==> src/hdl/io_page_write_decoder_defines.svh <==
// ---------------------------------------------------------------------------
// io page write decoder assertion macros
// shared concurrent assertion forms, empty under synthesis
// ---------------------------------------------------------------------------
`ifndef IO_PAGE_WRITE_DECODER_DEFINES_SVH
`define IO_PAGE_WRITE_DECODER_DEFINES_SVH
`ifndef SYNTHESIS
`define IPWD_ASSERT(label, clk, rst, prop, msg) \
   label: assert property (@(posedge clk) disable iff (rst) (prop)) else $error(msg);
`define IPWD_ASSERT_NR(label, clk, prop, msg) \
   label: assert property (@(posedge clk) (prop)) else $error(msg);
`else
`define IPWD_ASSERT(label, clk, rst, prop, msg)
`define IPWD_ASSERT_NR(label, clk, prop, msg)
`endif
`endif

==> src/hdl/ipwd_pkg.sv <==
// ---------------------------------------------------------------------------
// ipwd_pkg
// shared types and codes for the io page write decoder
// ---------------------------------------------------------------------------
`default_nettype none
package ipwd_pkg;

   typedef enum logic [2:0] {
      EV_NONE    = 3'd0,
      EV_SCREEN  = 3'd1,
      EV_CURSOR  = 3'd2,
      EV_COLOUR  = 3'd3,
      EV_PALETTE = 3'd4,
      EV_MODE    = 3'd5,
      EV_SOUND   = 3'd6,
      EV_LATCH   = 3'd7
   } event_type;

   typedef enum logic [2:0] {
      ST_IDLE,
      ST_APPLY,
      ST_MODE,
      ST_COLOUR,
      ST_SCAN,
      ST_SINGLE
   } state_type;

   // controller to datapath
   typedef struct packed {
      logic       apply;      // commit request to state
      logic       load_ev;    // load output event register
      event_type  ev;
      logic       ev_flash;   // event payload from flash scan entry
      logic       scan_clr;   // reset scan counter
      logic       scan_inc;   // advance scan counter
      logic       set_last;
   } cmd_type;

   // datapath to controller
   typedef struct packed {
      logic       mode_ev;    // control write changes teletext flag
      logic       colour_ev;  // control write changes chars per line
      logic       flash_go;   // flash scan needed
      logic       any_flash;  // at least one palette entry flashing
      event_type  first_code; // event of a non-control write
      logic       scan_hit;   // current scan entry flashing
      logic       scan_more;  // a flashing entry beyond the current one
      logic       is_ula;
   } status_type;

   localparam logic [15:0] TELETEXT_BASE = 16'h7400;
   localparam logic [15:0] TELETEXT_XOR  = 16'h2000;
   localparam logic [3:0]  CRTC_R1  = 4'd1;
   localparam logic [3:0]  CRTC_R12 = 4'd12;
   localparam logic [3:0]  CRTC_R13 = 4'd13;
   localparam logic [3:0]  CRTC_R14 = 4'd14;
   localparam logic [3:0]  CRTC_R15 = 4'd15;
   localparam logic [3:0]  VIA_ORB    = 4'd0;
   localparam logic [3:0]  VIA_ORA    = 4'd1;
   localparam logic [3:0]  VIA_DDRB   = 4'd2;
   localparam logic [3:0]  VIA_DDRA   = 4'd3;
   localparam logic [3:0]  VIA_IFR    = 4'd13;
   localparam logic [3:0]  VIA_IER    = 4'd14;
   localparam logic [3:0]  VIA_ORA_NH = 4'd15;
   localparam logic [7:0]  IER_SET  = 8'h80;
   localparam logic [2:0]  COL_MASK = 3'h7;

   function automatic logic [6:0] chars_of(input logic [1:0] sel);
      case (sel)
         2'd0:    chars_of = 7'd10;
         2'd1:    chars_of = 7'd20;
         2'd2:    chars_of = 7'd40;
         default: chars_of = 7'd80;
      endcase
   endfunction

endpackage
`default_nettype wire

==> src/hdl/ipwd_datapath.sv <==
// ---------------------------------------------------------------------------
// ipwd_datapath
// register files, decode of one write and the result register
// ---------------------------------------------------------------------------
`default_nettype none
`include "io_page_write_decoder_defines.svh"
module ipwd_datapath
   import ipwd_pkg::*;
(
   input  wire logic        clock,
   input  wire logic        reset,
   input  wire logic [7:0]  req_offset,
   input  wire logic [7:0]  req_data,
   input  wire logic [7:0]  req_key_code,
   input  wire logic        capture,
   input  wire cmd_type     cmd,
   output status_type       sts,
   output logic [2:0]       rsp_event_res,
   output logic [15:0]      rsp_value,
   output logic [3:0]       rsp_pal_index,
   output logic             rsp_teletext_mode,
   output logic [6:0]       rsp_chars_per_line,
   output logic [7:0]       rsp_irq_flags,
   output logic [7:0]       rsp_irq_enable,
   output logic [7:0]       rsp_port_a_value,
   output logic [7:0]       rsp_port_b_value,
   output logic [7:0]       rsp_rom_bank,
   output logic             rsp_last
);

   // captured request
   logic [7:0] off_ff, dat_ff, key_ff;
   // state
   logic [7:0] crtc_index_ff;
   logic [7:0] crtc_file_ff [16];
   logic [7:0] ula_ff;
   logic       tt_ff;
   logic [6:0] chars_ff;
   logic [3:0] pal_ff [16];
   logic [7:0] rom_ff;
   logic [7:0] via_ff [16];
   logic [7:0] pa_ff, pb_ff;
   logic [7:0] latch_ff;
   logic [3:0] scan_ff;
   // output register
   logic [2:0]  ev_ff;
   logic [15:0] val_ff;
   logic [3:0]  idx_ff;
   logic        last_ff;
   logic        out_tt_ff;
   logic [6:0]  out_chars_ff;
   logic [7:0]  out_ifr_ff, out_ier_ff, out_pa_ff, out_pb_ff, out_rom_ff;

   // decode
   logic is_crtc, is_ula, is_pal, is_rom, is_via;
   logic [3:0] reg_sel, crtc_sel;
   logic       crtc_ok;
   logic [6:0] new_chars;
   logic       new_tt;
   logic [7:0] new_pa, new_pb;
   logic       key_hit;
   logic [15:0] base_w, scr_w;
   logic       chars_ok;

   always_comb begin
      is_crtc = (off_ff[7:3] == 5'd0);
      is_ula  = (off_ff[7:4] == 4'h2) && !off_ff[0];
      is_pal  = (off_ff[7:4] == 4'h2) && off_ff[0];
      is_rom  = (off_ff[7:4] == 4'h3);
      is_via  = (off_ff[7:5] == 3'b010);
      reg_sel = off_ff[3:0];
      crtc_sel = crtc_index_ff[3:0];
      crtc_ok = (crtc_index_ff[7:4] == 4'd0);
      new_tt = dat_ff[1];
      new_chars = chars_of(dat_ff[3:2]);
      new_pa = dat_ff & via_ff[VIA_DDRA];
      new_pb = dat_ff & via_ff[VIA_DDRB];
      key_hit = !latch_ff[3] && key_ff != 8'd0 && key_ff[3:0] == new_pa[3:0];
   end

   // status to the controller
   always_comb begin
      sts = '0;
      sts.is_ula    = is_ula;
      sts.mode_ev   = is_ula && (new_tt != tt_ff);
      sts.colour_ev = is_ula && (new_chars != chars_ff);
      sts.flash_go  = is_ula && (dat_ff[0] != ula_ff[0]) && !new_tt;
      sts.first_code = EV_NONE;
      if (is_crtc && off_ff[0] && crtc_ok) begin
         if (crtc_sel == CRTC_R1) begin
            sts.first_code = EV_COLOUR;
         end else if (crtc_sel == CRTC_R13) begin
            sts.first_code = EV_SCREEN;
         end else if (crtc_sel == CRTC_R15) begin
            sts.first_code = EV_CURSOR;
         end
      end else if (is_pal) begin
         sts.first_code = EV_PALETTE;
      end else if (is_via && reg_sel == VIA_ORB) begin
         if (dat_ff[2:0] == 3'd0) begin
            sts.first_code = EV_SOUND;
         end else if ((dat_ff[2:0] inside {3'd4, 3'd5}) && !tt_ff) begin
            sts.first_code = EV_LATCH;
         end
      end
      sts.any_flash = 1'b0;
      sts.scan_more = 1'b0;
      for (int j = 0; j < 16; j++) begin
         if (pal_ff[j][3]) begin
            sts.any_flash = 1'b1;
            if (4'(j) > scan_ff) sts.scan_more = 1'b1;
         end
      end
      sts.scan_hit = pal_ff[scan_ff][3];
   end

   // screen address from registers 12/13 (read after the apply cycle)
   always_comb begin
      base_w = {crtc_file_ff[CRTC_R12], crtc_file_ff[CRTC_R13]};
      scr_w = tt_ff ? (TELETEXT_BASE + (base_w ^ TELETEXT_XOR))
                    : {base_w[12:0], 3'b000};
   end

   // request capture and state update
   always_ff @(posedge clock) begin
      if (capture) begin
         off_ff <= req_offset;
         dat_ff <= req_data;
         key_ff <= req_key_code;
      end
      if (reset) begin
         crtc_index_ff <= '0;
         ula_ff <= '0;
         tt_ff <= 1'b0;
         chars_ff <= '0;
         rom_ff <= '0;
         pa_ff <= '0;
         pb_ff <= '0;
         latch_ff <= '0;
         for (int i = 0; i < 16; i++) begin
            crtc_file_ff[i] <= '0;
            pal_ff[i] <= '0;
            via_ff[i] <= '0;
         end
      end else if (cmd.apply) begin
         if (is_crtc) begin
            if (!off_ff[0]) crtc_index_ff <= dat_ff;
            else if (crtc_ok) crtc_file_ff[crtc_sel] <= dat_ff;
         end
         if (is_ula) begin
            ula_ff <= dat_ff;
            tt_ff <= new_tt;
            chars_ff <= new_chars;
         end
         if (is_pal) pal_ff[dat_ff[7:4]] <= dat_ff[3:0];
         if (is_rom) rom_ff <= dat_ff;
         if (is_via) begin
            case (reg_sel)
               VIA_ORB: begin
                  via_ff[VIA_ORB] <= dat_ff;
                  pb_ff <= new_pb;
                  latch_ff[new_pb[2:0]] <= new_pb[3];
               end
               VIA_ORA, VIA_ORA_NH: begin
                  via_ff[VIA_ORA] <= dat_ff;
                  pa_ff <= new_pa;
                  if (key_hit) via_ff[VIA_IFR] <= via_ff[VIA_IFR] | 8'h01;
               end
               VIA_DDRB: begin
                  via_ff[VIA_DDRB] <= dat_ff;
                  pb_ff <= dat_ff & via_ff[VIA_ORB];
               end
               VIA_DDRA: begin
                  via_ff[VIA_DDRA] <= dat_ff;
                  pa_ff <= dat_ff & via_ff[VIA_ORA];
               end
               VIA_IFR: via_ff[VIA_IFR] <= via_ff[VIA_IFR] & ~dat_ff;
               VIA_IER: via_ff[VIA_IER] <= (dat_ff[7] ? (via_ff[VIA_IER] | dat_ff)
                                                      : (via_ff[VIA_IER] & ~dat_ff))
                                           | IER_SET;
               default: via_ff[reg_sel] <= dat_ff;
            endcase
         end
      end
   end

   // flash scan counter
   always_ff @(posedge clock) begin
      if (reset || cmd.scan_clr) scan_ff <= '0;
      else if (cmd.scan_inc) scan_ff <= scan_ff + 4'd1;
   end

   // result register, filled after state is committed
   always_ff @(posedge clock) begin
      if (cmd.load_ev) begin
         ev_ff <= cmd.ev;
         last_ff <= cmd.set_last;
         out_tt_ff <= tt_ff;
         out_chars_ff <= chars_ff;
         out_ifr_ff <= via_ff[VIA_IFR];
         out_ier_ff <= via_ff[VIA_IER];
         out_pa_ff <= pa_ff;
         out_pb_ff <= pb_ff;
         out_rom_ff <= rom_ff;
         val_ff <= '0;
         idx_ff <= '0;
         if (cmd.ev_flash) begin
            val_ff <= {13'd0, ula_ff[0] ? pal_ff[scan_ff][2:0]
                                        : (pal_ff[scan_ff][2:0] ^ COL_MASK)};
            idx_ff <= scan_ff;
         end else begin
            case (cmd.ev)
               EV_SCREEN:  val_ff <= scr_w;
               EV_CURSOR:  val_ff <= {crtc_file_ff[CRTC_R14], crtc_file_ff[CRTC_R15]};
               EV_PALETTE: begin
                  val_ff <= {13'd0, dat_ff[2:0] ^ COL_MASK};
                  idx_ff <= dat_ff[7:4];
               end
               EV_MODE:    val_ff <= {15'd0, tt_ff};
               EV_SOUND:   val_ff <= {8'd0, pa_ff};
               default:    val_ff <= '0;
            endcase
         end
      end
   end

   assign rsp_event_res      = ev_ff;
   assign rsp_value          = val_ff;
   assign rsp_pal_index      = idx_ff;
   assign rsp_teletext_mode  = out_tt_ff;
   assign rsp_chars_per_line = out_chars_ff;
   assign rsp_irq_flags      = out_ifr_ff;
   assign rsp_irq_enable     = out_ier_ff;
   assign rsp_port_a_value   = out_pa_ff;
   assign rsp_port_b_value   = out_pb_ff;
   assign rsp_rom_bank       = out_rom_ff;
   assign rsp_last           = last_ff;

   assign chars_ok = (chars_ff == 7'd0) || (chars_ff == 7'd10) || (chars_ff == 7'd20) ||
                     (chars_ff == 7'd40) || (chars_ff == 7'd80);

   // checks
   `IPWD_ASSERT(a_ier_top, clock, reset, (via_ff[VIA_IER] != 8'd0) |-> via_ff[VIA_IER][7], "ier bit 7 not set")
   `IPWD_ASSERT(a_chars, clock, reset, chars_ok, "bad chars per line")
   `IPWD_ASSERT(a_scan_clr, clock, reset, cmd.scan_clr |=> (scan_ff == 4'd0), "scan not cleared")

endmodule
`default_nettype wire

==> src/hdl/ipwd_control.sv <==
// ---------------------------------------------------------------------------
// ipwd_control
// sequencer: capture, commit, then emit each event of one request
// ---------------------------------------------------------------------------
`default_nettype none
`include "io_page_write_decoder_defines.svh"
module ipwd_control
   import ipwd_pkg::*;
(
   input  wire logic        clock,
   input  wire logic        reset,
   input  wire logic        req_valid,
   output logic             req_ready,
   output logic             rsp_valid,
   input  wire logic        rsp_ready,
   output logic             capture,
   output cmd_type          cmd,
   input  wire status_type  sts
);

   // ST_APPLY commits; ST_MODE/COLOUR/SCAN emit control write events
   state_type state_ff, state_in;
   logic      mode_p_ff, mode_p_in;
   logic      colour_p_ff, colour_p_in;
   logic      scan_p_ff, scan_p_in;
   event_type first_ff, first_in;
   logic      rv_ff, rv_in;
   logic      out_free;
   logic      more_ctl;

   assign out_free  = !rv_ff || rsp_ready;
   assign rsp_valid = rv_ff;
   assign req_ready = (state_ff == ST_IDLE);
   assign capture   = req_valid && req_ready;
   assign more_ctl  = colour_p_ff || scan_p_ff;

   // next state
   always_comb begin
      state_in = state_ff;
      mode_p_in = mode_p_ff;
      colour_p_in = colour_p_ff;
      scan_p_in = scan_p_ff;
      first_in = first_ff;
      case (state_ff)
         ST_IDLE: begin
            if (capture) state_in = ST_APPLY;
         end
         ST_APPLY: begin
            // decide the event list from the state before commit
            mode_p_in = sts.mode_ev;
            colour_p_in = sts.colour_ev;
            scan_p_in = sts.flash_go && sts.any_flash;
            first_in = sts.first_code;
            state_in = sts.is_ula ? ST_MODE : ST_SINGLE;
         end
         ST_MODE: begin
            if (!mode_p_ff && more_ctl) state_in = ST_COLOUR;
            else if (out_free) state_in = more_ctl ? ST_COLOUR : ST_IDLE;
         end
         ST_COLOUR: begin
            if (!colour_p_ff) state_in = ST_SCAN;
            else if (out_free) state_in = scan_p_ff ? ST_SCAN : ST_IDLE;
         end
         ST_SCAN: begin
            if (!sts.scan_more && (!sts.scan_hit || out_free)) state_in = ST_IDLE;
         end
         ST_SINGLE: begin
            if (out_free) state_in = ST_IDLE;
         end
         default: begin
            state_in = ST_IDLE;
         end
      endcase
   end

   // outputs
   always_comb begin
      cmd = '0;
      case (state_ff)
         ST_APPLY: begin
            cmd.apply = 1'b1;
            cmd.scan_clr = 1'b1;
         end
         ST_MODE: begin
            if ((mode_p_ff || !more_ctl) && out_free) begin
               cmd.load_ev = 1'b1;
               cmd.ev = mode_p_ff ? EV_MODE : EV_NONE;
               cmd.set_last = !more_ctl;
            end
         end
         ST_COLOUR: begin
            if (colour_p_ff && out_free) begin
               cmd.load_ev = 1'b1;
               cmd.ev = EV_COLOUR;
               cmd.set_last = !scan_p_ff;
            end
         end
         ST_SCAN: begin
            // one palette entry per cycle while the output is free, last on the final flashing entry
            if (sts.scan_hit) begin
               if (out_free) begin
                  cmd.load_ev = 1'b1;
                  cmd.ev = EV_PALETTE;
                  cmd.ev_flash = 1'b1;
                  cmd.set_last = !sts.scan_more;
                  cmd.scan_inc = sts.scan_more;
               end
            end else begin
               cmd.scan_inc = sts.scan_more;
            end
         end
         ST_SINGLE: begin
            if (out_free) begin
               cmd.load_ev = 1'b1;
               cmd.ev = first_ff;
               cmd.set_last = 1'b1;
            end
         end
         default: begin
            cmd = '0;
         end
      endcase
      rv_in = (rv_ff && !rsp_ready) || cmd.load_ev;
   end

   // registers
   always_ff @(posedge clock) begin
      if (reset) begin
         state_ff <= ST_IDLE;
         mode_p_ff <= 1'b0;
         colour_p_ff <= 1'b0;
         scan_p_ff <= 1'b0;
         first_ff <= EV_NONE;
         rv_ff <= 1'b0;
      end else begin
         state_ff <= state_in;
         mode_p_ff <= mode_p_in;
         colour_p_ff <= colour_p_in;
         scan_p_ff <= scan_p_in;
         first_ff <= first_in;
         rv_ff <= rv_in;
      end
   end

   `IPWD_ASSERT(a_no_overrun, clock, reset, (rv_ff && !rsp_ready) |-> !cmd.load_ev, "result overwritten")
   `IPWD_ASSERT(a_one_req, clock, reset, capture |=> !req_ready, "second request while busy")
   `IPWD_ASSERT(a_apply_once, clock, reset, cmd.apply |=> !cmd.apply, "double commit")

endmodule
`default_nettype wire

==> src/hdl/io_page_write_decoder.sv <==
// ---------------------------------------------------------------------------
// io_page_write_decoder
// decodes processor writes into the io page and reports resulting events
// ---------------------------------------------------------------------------
// first result: request captured, committed, then loaded into the result
//   register; a flash toggle in graphics mode scans palette entries up to the
//   last flashing one (one entry per cycle while the output is free)
// output stalls hold the sequencer; next request once the last result loads
// reset: synchronous, active high, clears all register files and state
`default_nettype none
module io_page_write_decoder
   import ipwd_pkg::*;
(
   input  wire logic        clock,
   input  wire logic        reset,
   input  wire logic        req_valid,
   output logic             req_ready,
   input  wire logic [7:0]  req_offset,
   input  wire logic [7:0]  req_data,
   input  wire logic [7:0]  req_key_code,
   output logic             rsp_valid,
   input  wire logic        rsp_ready,
   output logic [2:0]       rsp_event_res,
   output logic [15:0]      rsp_value,
   output logic [3:0]       rsp_pal_index,
   output logic             rsp_teletext_mode,
   output logic [6:0]       rsp_chars_per_line,
   output logic [7:0]       rsp_irq_flags,
   output logic [7:0]       rsp_irq_enable,
   output logic [7:0]       rsp_port_a_value,
   output logic [7:0]       rsp_port_b_value,
   output logic [7:0]       rsp_rom_bank,
   output logic             rsp_last
);

   cmd_type    cmd;
   status_type sts;
   logic       capture;

   // sequencer
   ipwd_control u_control (
      .clock, .reset, .req_valid, .req_ready, .rsp_valid, .rsp_ready,
      .capture, .cmd, .sts
   );

   // state and result path
   ipwd_datapath u_datapath (
      .clock, .reset, .req_offset, .req_data, .req_key_code, .capture, .cmd, .sts,
      .rsp_event_res, .rsp_value, .rsp_pal_index, .rsp_teletext_mode,
      .rsp_chars_per_line, .rsp_irq_flags, .rsp_irq_enable, .rsp_port_a_value,
      .rsp_port_b_value, .rsp_rom_bank, .rsp_last
   );

endmodule
`default_nettype wire

==> config.mk <==
export PLATFORM = sky130hd
export DESIGN_NAME = io_page_write_decoder
export DESIGN_NICKNAME = d
export VERILOG_FILES = /design/src/hdl/ipwd_pkg.sv /design/src/hdl/ipwd_datapath.sv /design/src/hdl/ipwd_control.sv /design/src/hdl/io_page_write_decoder.sv
export VERILOG_INCLUDE_DIRS = /design/src /design/src/hdl
export SDC_FILE = /design/constraint.sdc
export NUM_CORES = 1
export LEC_CHECK = 0
export ABC_AREA = 0
export BUFFER_PORTS_ARGS = -buffer_cell sky130_fd_sc_hd__buf_4
export CAP_MARGIN = 30
export CORE_ASPECT_RATIO = 0.7
export CORE_MARGIN = 3
export CORE_UTILIZATION = 50
export DETAILED_ROUTE_END_ITERATION = 10
export PLACE_DENSITY = 0.66
export REMOVE_ABC_BUFFERS = 1
export SYNTH_ARGS = -nofsm -noshare
export SYNTH_HDL_FRONTEND = slang
export SYNTH_SLANG_ARGS = --single-unit
==> constraint.sdc <==
create_clock -name clock -period 15 [get_ports clock]
set_input_delay 3 -clock clock [delete_from_list [all_inputs] [get_ports clock]]
set_output_delay 3 -clock clock [all_outputs]
set_load 0.02 [all_outputs]
### After elaboration in Yosys (flattened, before gate mapping)

Memory sizes are Yosys's and may differ from the RTL's. A register that Yosys moved wholly into a read port is not among the register bits.
Index checks and enable logic that the tools add are counted.

* add/sub/neg operators: 2
* order comparisons: 18
* equal/unequal tests: 35
* mux-type cells: 168
* bitwise logic cells: 19
* reduce and logical (&&, ||, !) cells: 59

Operators by type and width (number)
* 2-to-1 mux 1 bit: 113
* one-hot mux 16 bit (5 select lines): 1
* 2-to-1 mux 8 bit: 9
* 2-to-1 mux 3 bit: 19
* 2-to-1 mux 4 bit: 11
* AND 8 bit: 5
* > comparator 4 bit, first input constant: 8
* one-hot mux 8 bit (2 select lines): 2
* equality test 3 bit, second input constant: 7
* one-hot mux 7 bit (3 select lines): 1
* equality test 4 bit, second input constant: 5
* logical AND 1 bit: 20
* one-hot mux 3 bit (6 select lines): 1
* adder 15 x 16 -> 16 bit, first input constant: 1
* equality test 4 x 2 -> 1 bit, second input constant: 4
* > comparator 3 x 4 -> 1 bit, first input constant: 4
* 2-to-1 mux 16 bit: 1
* one-hot mux 4 bit (4 select lines): 1
* OR reduction 8 bit: 2
* equality test 3 x 2 -> 1 bit, second input constant: 4
* AND reduction 3 bit: 4
* zero test 1 bit: 11
* 2-to-1 mux 5 bit: 2
* bitwise mux 8 bit: 1
* other kinds (38): 64

* flip-flop bits (word level): 159
* RAM bits: 320
* output and inout port bits: 74
* memories kept: 3

Memories
* u_datapath.crtc_file_ff: depth 16, width 8, read ports 4, clocked after memory_dff 0, write ports 16, line ipwd_datapath.sv:35 `logic [7:0] crtc_file_ff [16];`
* u_datapath.via_ff: depth 16, width 8, read ports 6, clocked after memory_dff 0, write ports 16, line ipwd_datapath.sv:41 `logic [7:0] via_ff [16];`
* u_datapath.pal_ff: depth 16, width 4, read ports 17, clocked after memory_dff 1, write ports 16, line ipwd_datapath.sv:39 `logic [3:0] pal_ff [16];`

### Depth between registers and ports, before layout

Gate-level depths: netlist of run 1.

* word-level depth: 39
* depth in mapped cells: 9

### Hierarchy

From an unflattened synthesis of run 1, not the netlist that was laid out.

* cells, all modules: 1051
* area total of the unflattened synthesis: 13233.9 sq um

Modules (own cells, without submodules)
* ipwd_datapath: instances 1, cells an instance 962, area an instance 12508.2 sq um
* ipwd_control: instances 1, cells an instance 89, area an instance 725.7 sq um

### Worst setup path before layout of run 1

OpenSTA, ideal clock, no wires.

* path type: input to register
* from: input port rsp_ready
* to: register u_datapath.out_chars_ff[1], in the netlist u_datapath.rsp_chars_per_line[1], enable pin
* arrival: 8.251 ns
* data required time: 14.402 ns
* path slack: 6.151 ns
* cell stages on the path: 3
* cell sequence: nor2b_1 > clkbuf_1 > o21ai_0

RTL lines
* from (decl): line io_page_write_decoder.sv:22 `input wire logic rsp_ready,`
* to (signal assigned): line ipwd_datapath.sv:199 `out_chars_ff <= chars_ff;`
* to (decl): line ipwd_datapath.sv:51 `logic [6:0] out_chars_ff;`

==> flow_summary.ini, run 1 <==
[clocking]
clk_latency_ns = 0.55
postCtsSetupRepairBufs = 0
numCtsBuffers = 29
ctsHoldBuffers = 0
numClockSinks = 298
clockBufferDepth = 3
cts_max_level = 1
cts_resized = 0
path_clk_slew_ns = 0.06
cts_tree = yes
clockRootBuffer = clkbuf_16

[finish]
final.fill_count = 1976
antenna_cells = 0
layout_common_cells = edfxtp_1, buf_4, and2_1, nor2_1, mux2i_1
areaGrowthSynthToFinish_pct = 15.46
final_nets = 1134
final_common_cell = edfxtp_1
drive_gt1_share_pct = 20.09

[floorplan]
dieArea_sq_mm = 0.02811
fp.coreArea_sq_mm = 0.02516
dieWidth_um = 199.1
rows = 48
ioPinCount = 102
initial_core_util_pct = 51.87
die_y_um = 141.2

[setup_path]
cp_top_family = simple AND/OR/NAND/NOR gates
end_kind = register
max_stage_delay_ns = 0.65
arrival_ns = 5.58
cp_max_fo = 49
worstPathRequired_ns = 15.21
worstPathCellList = buf_4 -> nor2b_1 -> nor3_1 -> nand2_1 -> nor2_1 -> a21oi_1 -> o21ai_4 -> buf_4
path_buf_inv = 2
slowest_stage = nor2b_1
path_common_cell = buf_4
critPathKind = input pin to register
timing.critical_path.from_type = input pin

[yosys]
yosysTopAreaCell = edfxtp_1
syn_inst = 1028
ys_seq_elements = 298
ys_warn_count = 0
async_reset_ff_share_pct = 0
synthTopCellsByArea = edfxtp_1, dfxtp_1, and2_1
synth_flop_cell = edfxtp_1
ys_types = 72
syn_avg_cell_area_sq_um = 12.70
yosys.area.top_type_share_pct = 54.98
synth_edf_count = 239
yosysSeqAreaShare_pct = 64.03
synth_area_sq_mm = 0.01305

[routing]
drt_iter0_markers = 678
dr.pass1.iters = 5
vias_per_cell = 5.783
routedWlPerCell_um = 20.86
vias = 8386
routed_wl_mm = 30.25
drcViolationCount = 0
ant_nets = 0

[sta]
layout_min_cycle_time_ns = 5.369
max-slew-margin-rel_pct = 37.95
hold_viol = 0
finClkSkew_ns = 0.01132
tightest_slew_ns = 0.9288
setup_viol = 0
finalCritPeriodShare_pct = 35.79
fin_setup_tns_ns = 0
slew_violations = 0
rsz0062_at_grt = no
max_freq_mhz = 186.3
finalHoldWorstSlack_ns = 0.4317

[power]
powerDensity_mw_per_mm2 = 138.6
p_total_mw = 2.089
vdd_drop_max_v = 0.0001010
leakage_nw = 5.434

[grt]
grt_pass1_wl_mm = 46.04
grt_overflow = 0
grt_pass1_vias = 7758
grt_max_degree = 72
gr-usage-all-layers_pct = 21.24
grt_antenna_before_repair = 0

[status]
outcome = completed

[placed_design]
place.gp.congestion = 0.9197
io_buffers = 100
hpwlAfterDp_mm = 19.74

[run]
maxCapViolations = 0

[min_path]
min_path_type = register to register
-- logic make-up (layout without fill, tap and decap cells) --
group | Yosys count | in the layout | synth area share [%]
adder cells (fa/ha/maj) | 5 | 5 | 0.4601
other | 1 | 1 | 0.02873
buffers and inverters | 87 | 184 | 2.722
flip-flops | 298 | 298 | 64.03
AND/OR/NAND/NOR | 409 | 409 | 17.41
AO/OA/AOI/OAI | 131 | 131 | 6.576
multiplexers | 85 | 85 | 7.966
XOR/XNOR | 12 | 12 | 0.8052
-- state kept, by name (all words and copies together) (netlist names), 16 cells and up, named ones only --
register,cells
u_datapath.pal_ff,64
u_datapath.via_ff,48
u_datapath.crtc_file_ff,32
u_datapath.rsp_value,16
-- worst paths after layout --
| kind | start | end | slack, ns | cells past startpoint |
|---|---|---|---|---|
| worst max-delay path | rsp_ready | u_datapath.rsp_port_b_value[1]$_DFFE_PP_ | 9.63 | 8 |
| worst min register to register | u_datapath.via_ff[14][7]$_DFFE_PP_ | u_datapath.rsp_irq_enable[7]$_DFFE_PP_ | 0.43 | 0 |
| worst min-delay path | u_datapath.via_ff[14][7]$_DFFE_PP_ | u_datapath.rsp_irq_enable[7]$_DFFE_PP_ | 0.43 | 0 |
| worst max register to register | register | u_datapath.rsp_port_b_value[1]$_DFFE_PP_ | 11.23 | 7 |
-- per-stage QoR --
step           cell area (sq um)  cells  util [%]  setup slack, ns
3_3_place_gp               14020   1395     55.70            9.156
2_1_floorplan              12760    959         -            6.259
6_report                   15070   1450     59.89            9.631
4_1_cts                    15040   1449     59.78            9.668
5_1_grt                    15070   1450     59.89            9.366
3_5_place_dp               14020   1395     55.70            9.104
-- layout make-up --
| class | instances | area, sq um | share of cell area, % |
|---|---|---|---|
| clock buffer | 43 | 885.9 | 5.878 |
| clock inverter | 11 | 141.4 | 0.9382 |
| inverter | 18 | 67.56 | 0.4483 |
| multi-input combinational | 643 | 4350 | 28.87 |
| sequential | 298 | 8358 | 55.46 |
| tap | 325 | 406.6 | 2.698 |
| timing repair buffer | 112 | 860.8 | 5.712 |
-- worst reg2reg max path, stage by stage, from the launching register on --
cell	delay, ns
dfxtp_1	0.84
mux2i_1	0.33
o22ai_1	0.11
a311oi_1	0.66
nor2_1	0.12
a21oi_1	0.52
o21ai_4	0.37
buf_4	0.44
-- metal layers --
metal  global-route usage [%]  vias up  share of wire, %
met5                        0        -                 0
met4                    3.695        0               1.5
met3                    4.419       33               9.2
met2                    27.71      353                39
met1                    36.22     4075                51
li1                         -     3925                 -
-- power by group --
part	switching (mW)	internal (mW)
logic	0.197	0.104
clock network	0.306	0.462
registers	0.0435	0.977
-- cell usage after synthesis (23+ instances only) --
| cell | count |
|---|---|
| edfxtp_1 | 239 |
| and2_1 | 109 |
| nor2_1 | 82 |
| mux2i_1 | 60 |
| dfxtp_1 | 59 |
| clkbuf_1 | 55 |
| nand2_1 | 52 |
| a21oi_1 | 43 |
| nor3_1 | 34 |
| or2_2 | 24 |
| o21ai_0 | 23 |
(Power assumes the default switching activity.)
==> run 2, diff against run 1 <==
==> constraint.sdc (replaced) <==
create_clock -name clock -period 5.4 [get_ports clock]
set_input_delay 1.08 -clock clock [delete_from_list [all_inputs] [get_ports clock]]
set_output_delay 1.08 -clock clock [all_outputs]
set_load 0.02 [all_outputs]
==> run 2 against run 1 <==
  * Setup slack worse by 7.6 ns
  * Clock-buffer cell count is 4 lower
  * Final area is 0.27% higher
  * Critical path type is now register to register
  * Largest cell class unchanged
  * Utilization is 0.16 points higher
==> flow_summary.ini, run 2 (synthesis results as in run 1) <==
[setup_path]
arrival_ns = 3.60
timing.critical_path.from_type = register
end_kind = register
rrSetupSlack_ns = 2.04
r2r-end = u_datapath.rsp_port_b_value[4]$_DFFE_PP_
r2r_cells = 7
cp_max_fo = 38
worstPathRequired_ns = 5.64
critPathKind = register to register

[finish]
multiInputGateArea_sq_mm = 0.004350
final_common_cell = edfxtp_1
final.fill_count = 1937
areaGrowthSynthToFinish_pct = 15.78
reg_top3 = u_datapath.pal_ff x64, u_datapath.via_ff x48, u_datapath.crtc_file_ff x32
final_nets = 1136
fin_cells = 1451
ff_latch_area_sq_mm = 0.008358
drive_gt1_share_pct = 20.60
antenna_cells = 0
layout_common_cells = edfxtp_1, buf_4, and2_1, nor2_1, mux2i_1
largest_reg_flops = 64
regMostFlops = u_datapath.pal_ff

[sta]
max_freq_mhz = 297.9
finalCritPeriodShare_pct = 62.16
slew_violations = 0
tightest_slew_ns = 0.9470
setup_viol = 0
max-slew-margin-rel_pct = 36.74
finClkSkew_ns = 0.01304
hold_viol = 0
layout_min_cycle_time_ns = 3.357
fin_ws_ns = 2.043
rsz0062_at_grt = no

[placed_design]
place.gp.congestion = 0.9072
dpl.cell_count = 1397
io_buffers = 100
hpwlAfterDp_mm = 20.13
post-place-ws_ns = 1.847

[routing]
vias_per_cell = 5.705
dr.pass1.iters = 5
drt_iter0_markers = 729
drcViolationCount = 0
routed_wl_mm = 30.14
routedWlPerCell_um = 20.77
ant_nets = 0
vias = 8278

[grt]
grt_antenna_before_repair = 0
grt_pass1_wl_mm = 46.58
grt_max_degree = 47
grt_overflow = 0
gr-usage-all-layers_pct = 21.50
grt_pass1_vias = 7860

[floorplan]
dieArea_sq_mm = 0.02811
die_y_um = 141.2
initial_core_util_pct = 51.87
dieWidth_um = 199.1
fp.coreArea_sq_mm = 0.02516
ioPinCount = 102
rows = 48

[power]
leakage_nw = 5.445
vdd_drop_max_v = 0.0002575
powerDensity_mw_per_mm2 = 381.1

[clocking]
path_clk_slew_ns = 0.07
numCtsBuffers = 29
cts_tree = yes
cts_resized = 0
clockRootBuffer = clkbuf_16
numClockSinks = 298
postCtsSetupRepairBufs = 0
ctsHoldBuffers = 0
clk_latency_ns = 0.55
cts_max_level = 1
clockBufferDepth = 3

[status]
outcome = completed

[run]
maxCapViolations = 0

[min_path]
min_from = u_datapath.via_ff[14][7]$_DFFE_PP_
min_path_type = register to register
worstHoldEndpoint = u_datapath.rsp_irq_enable[7]$_DFFE_PP_
hold_depth = 0
-- run 2: cell count changes in the layout (fill, tap and decap cells not counted), sizes merged --
| cell | before | now |
|---|---|---|
| clkinvlp | 0 | 3 |
| inv | 20 | 17 |
| clkinv | 6 | 10 |
| buf | 112 | 114 |
| bufinv | 3 | 2 |
| clkbuf | 43 | 39 |
-- run 2: critical path: stages (launching register included) --
cell	delay [ns]
dfxtp_1	0.82
mux2i_1	0.30
o22ai_1	0.11
a311oi_1	0.53
nor2_1	0.10
a21oi_1	0.52
o21ai_4	0.29
buf_4	0.37
-- run 2: worst max-delay path by stage --
stage               cells past startpoint  startpoint                                      endpoint  slack (ns)
floorplan                               2   rsp_ready    u_datapath.rsp_chars_per_line[1]$_DFFE_PP_       -1.42
global placement                        9   rsp_ready      u_datapath.rsp_port_b_value[4]$_DFFE_PP_        1.88
detailed placement                      6       reset  u_datapath.crtc_file_ff[15][7]$_SDFFCE_PN0P_        1.85
CTS                                     7    register      u_datapath.rsp_port_b_value[4]$_DFFE_PP_        2.05
global route                            7    register      u_datapath.rsp_port_b_value[4]$_DFFE_PP_        1.76
finish                                  7    register      u_datapath.rsp_port_b_value[4]$_DFFE_PP_        2.04
-- run 2: layer usage --
metal / vias to the layer above / part of all wire [%] / GRT usage (%)
li1: 3922 / - / -
met1: 3971 / 50 / 35.98
met2: 346 / 39 / 28.29
met3: 39 / 9.5 / 5.041
met4: 0 / 1.8 / 4.028
met5: - / 0 / 0
-- run 2: power by group --
group | internal [mW] | leakage (nW) | switching [mW]
sequential | 2.71 | 2.88 | 0.128
clock | 1.21 | 0.487 | 0.856
combinational | 0.313 | 2.08 | 0.543
total | 4.23 | 5.45 | 1.53
-- run 2: stage by stage --
stage / util, % / hold WS [ns] / instance area (sq um) / power, mW / TNS (ns)
after floorplan: - / 0.4003 / 12760 / 3.339 / -100.90
after global placement: 55.67 / 0.4027 / 14010 / 3.700 / 0
after detailed placement: 56.00 / 0.4192 / 14090 / 3.733 / 0
after CTS: 59.94 / 0.4165 / 15080 / 5.793 / 0
after global routing: 60.05 / 0.4188 / 15110 / 5.967 / 0
final: 60.05 / 0.4130 / 15110 / 5.759 / 0
-- run 2: layout make-up --
type / count / share of cell area (%)
clock buffers: 39 / 5.655
well taps: 325 / 2.691
repair buffers: 114 / 6.193
clock inverters: 14 / 0.9190
inverters: 18 / 0.4471
multi-input cells: 643 / 28.79
flip-flops and latches: 298 / 55.31
==> run 3, diff against run 2 <==
--- a/config.mk
+++ b/config.mk
@@ -6,7 +6,7 @@
 export SDC_FILE = /design/constraint.sdc
 export NUM_CORES = 1
 export LEC_CHECK = 0
-export ABC_AREA = 0
+export ABC_AREA = 1
 export BUFFER_PORTS_ARGS = -buffer_cell sky130_fd_sc_hd__buf_4
 export CAP_MARGIN = 30
 export CORE_ASPECT_RATIO = 0.7
==> constraint.sdc (replaced) <==
create_clock -name clock -period 3.25 [get_ports clock]
set_input_delay 0.65 -clock clock [delete_from_list [all_inputs] [get_ports clock]]
set_output_delay 0.65 -clock clock [all_outputs]
set_load 0.02 [all_outputs]
==> run 3 against run 2 <==
  * First-iteration DRC count is 48% higher
  * Sequential power is 84% higher
  * Clock skew is 0.0054 ns higher
  * Cell count is 13% higher
  * Via count is 14% higher
  * Clock power is 64% higher
  * Sequential share of layout area is 1.7 points higher
  * Critical path depth is 1 lower
  * Worst hold slack worse by 0.14 ns
  * Setup slack worse by 1.4 ns
  * Clock-buffer cell count is 2 lower
  * Wire length is 11% higher
  * Critical path type unchanged
  * Critical endpoint is now u_datapath.pal_ff[4][3]$_SDFFCE_PN0P_
  * Largest cell class unchanged
==> flow_summary.ini, run 3 <==
[status]
outcome = completed

[clocking]
cts_tree = yes
path_clk_slew_ns = 0.07
numCtsBuffers = 29
ctsHoldBuffers = 0
cts_max_level = 1
clk_latency_ns = 0.55
numClockSinks = 298
postCtsSetupRepairBufs = 0
clockBufferDepth = 3
clockRootBuffer = clkbuf_16
cts_resized = 0

[finish]
antenna_cells = 0
final.fill_count = 1977
regMostFlops = u_datapath.pal_ff
final_common_cell = edfxtp_1
final_nets = 1325
drive_gt1_share_pct = 16.41
final_util_pct = 60.64
fin_cells = 1634
layout_common_cells = edfxtp_1, nor2_1, nand2_1, buf_4, nand3_1
largest_reg_flops = 64
reg_top3 = u_datapath.pal_ff x64, u_datapath.via_ff x48, u_datapath.crtc_file_ff x32
areaGrowthSynthToFinish_pct = 16.85

[placed_design]
hpwlAfterDp_mm = 22.98
place.gp.congestion = 0.9366
io_buffers = 100
post-place-ws_ns = 0.7203
dpl.cell_count = 1580

[yosys]
async_reset_ff_share_pct = 0
synthMuxAreaShare_pct = 0
synthTopCellsByArea = edfxtp_1, dfxtp_1, nor2_1
synth_edf_count = 239
synthXorXnorAreaFrac_pct = 0.5587
yosysTopAreaCell = edfxtp_1
synth_top_family_by_area = simple AND/OR/NAND/NOR gates
syn_avg_cell_area_sq_um = 10.52
ys_types = 45
yosysMostFrequentCell = edfxtp_1
ys_warn_count = 0
synth_simple_gate_area_share_pct = 19.03
synth_compound_area_share_pct = 9.278
synthAdderAreaFrac_pct = 0.3990
yosys.area.top_type_share_pct = 57.22
synth_area_sq_mm = 0.01254
ys_seq_elements = 298
synth_flop_cell = edfxtp_1
yosys-top-cells-count = edfxtp_1, nor2_1, nand2_1
syn_inst = 1192
yosysSeqAreaShare_pct = 66.64

[routing]
drcViolationCount = 0
vias = 9432
routedWlPerCell_um = 20.49
dr.pass1.iters = 5
drt_iter0_markers = 1082
routed_wl_mm = 33.48
vias_per_cell = 5.772
ant_nets = 0

[power]
vdd_drop_max_v = 0.0006582
powerDensity_mw_per_mm2 = 790.1
leakage_nw = 5.621

[min_path]
min_from = req_key_code[7]
min_path_type = input pin to register

[setup_path]
startpoint = u_datapath.off_ff[0]$_DFFE_PP_
end_kind = register
worstPathRequired_ns = 3.50
arrival_ns = 2.83
timing.critical_path.from_type = register
worstPathCellList = inv_1 -> nor4_1 -> nand2_1 -> nor3_2 -> nand2_1 -> nand2_1
max_stage_delay_ns = 0.54
critPathKind = register to register
path_common_cell = nand2_1
slowest_stage = edfxtp_1
cp_max_fo = 10
timing.rr.start = u_datapath.off_ff[0]$_DFFE_PP_

[grt]
grt_overflow = 0
grt_max_degree = 45
grt_pass1_wl_mm = 50.74
grt_antenna_before_repair = 0
grt_pass1_vias = 8637
gr-usage-all-layers_pct = 24.05

[floorplan]
rows = 47
dieWidth_um = 195.3
ioPinCount = 102
dieArea_sq_mm = 0.02705
die_y_um = 138.5
initial_core_util_pct = 51.89
fp.coreArea_sq_mm = 0.02417

[sta]
hold_viol = 0
slew_violations = 0
rsz0062_at_grt = no
fin_setup_tns_ns = 0
max-slew-margin-rel_pct = 37.28
setup_viol = 0
tightest_slew_ns = 0.9357
layout_min_cycle_time_ns = 2.584
finClkSkew_ns = 0.01842
max_freq_mhz = 387.1
finalCritPeriodShare_pct = 79.49
fin_ws_ns = 0.6665

[run]
maxCapViolations = 0
run 3: worst max-delay path: cells and delay by family (launching register included):
family / cells / cell delay (ns)
AND/OR/NAND/NOR: 5 / 1.54
flip-flops: 1 / 0.54
buffers and inverters: 1 / 0.21
run 3: where the power goes:
group          internal, mW  leakage, nW  switching, mW
clock                  1.93        0.488           1.45
combinational         0.903         2.27           2.08
sequential             4.86         2.86          0.358
total                  7.69         5.62           3.89
run 3: area by class of cell:
type | count | area [sq um] | area share [%]
Clock buffer | 37 | 805.8 | 5.498
Multi-Input combinational cell | 766 | 3685 | 25.14
Timing Repair Buffer | 129 | 993.5 | 6.779
Tap cell | 318 | 397.9 | 2.715
Inverter | 69 | 259.0 | 1.767
Clock inverter | 17 | 156.4 | 1.067
Sequential cell | 298 | 8358 | 57.03
run 3: through the flow:
step | hold WS, ns | total power [mW] | instance area, sq um
6_report | 0.2734 | 11.58 | 14660
5_1_grt | 0.2566 | 12.07 | 14660
4_1_cts | 0.2559 | 11.61 | 14660
3_5_place_dp | 0.4170 | 8.247 | 13690
3_3_place_gp | 0.4051 | 8.230 | 13690
2_1_floorplan | 0.4003 | 6.808 | 12290
run 3: logic make-up (layout without fill, tap and decap cells):
family,count (synthesis),in the layout
AND/OR/NAND/NOR,547,547
flip-flops,298,298
AO/OA/AOI/OAI,206,206
buffers and inverters,128,252
XOR/XNOR,8,8
adder cells (fa/ha/maj),4,4
other,1,1
run 3: per-layer routing:
metal | GRT usage, % | routed length [um] | up-vias
met5 | 0 | 0 | -
met4 | 4.349 | 632 | 0
met3 | 5.131 | 3719 | 43
met2 | 33.68 | 13750 | 503
met1 | 38.95 | 15390 | 4498
li1 | - | - | 4388
run 3: final timing paths:
path / depth (start not counted) / endpoint / slack, ns
worst min register to register: 0 / u_datapath.rsp_rom_bank[5]$_DFFE_PP_ / 0.42
worst min-delay path: 1 / u_datapath.key_ff[7]$_DFFE_PP_ / 0.27
worst max-delay path: 6 / u_datapath.pal_ff[4][3]$_SDFFCE_PN0P_ / 0.67
worst max register to register: 6 / u_datapath.pal_ff[4][3]$_SDFFCE_PN0P_ / 0.67
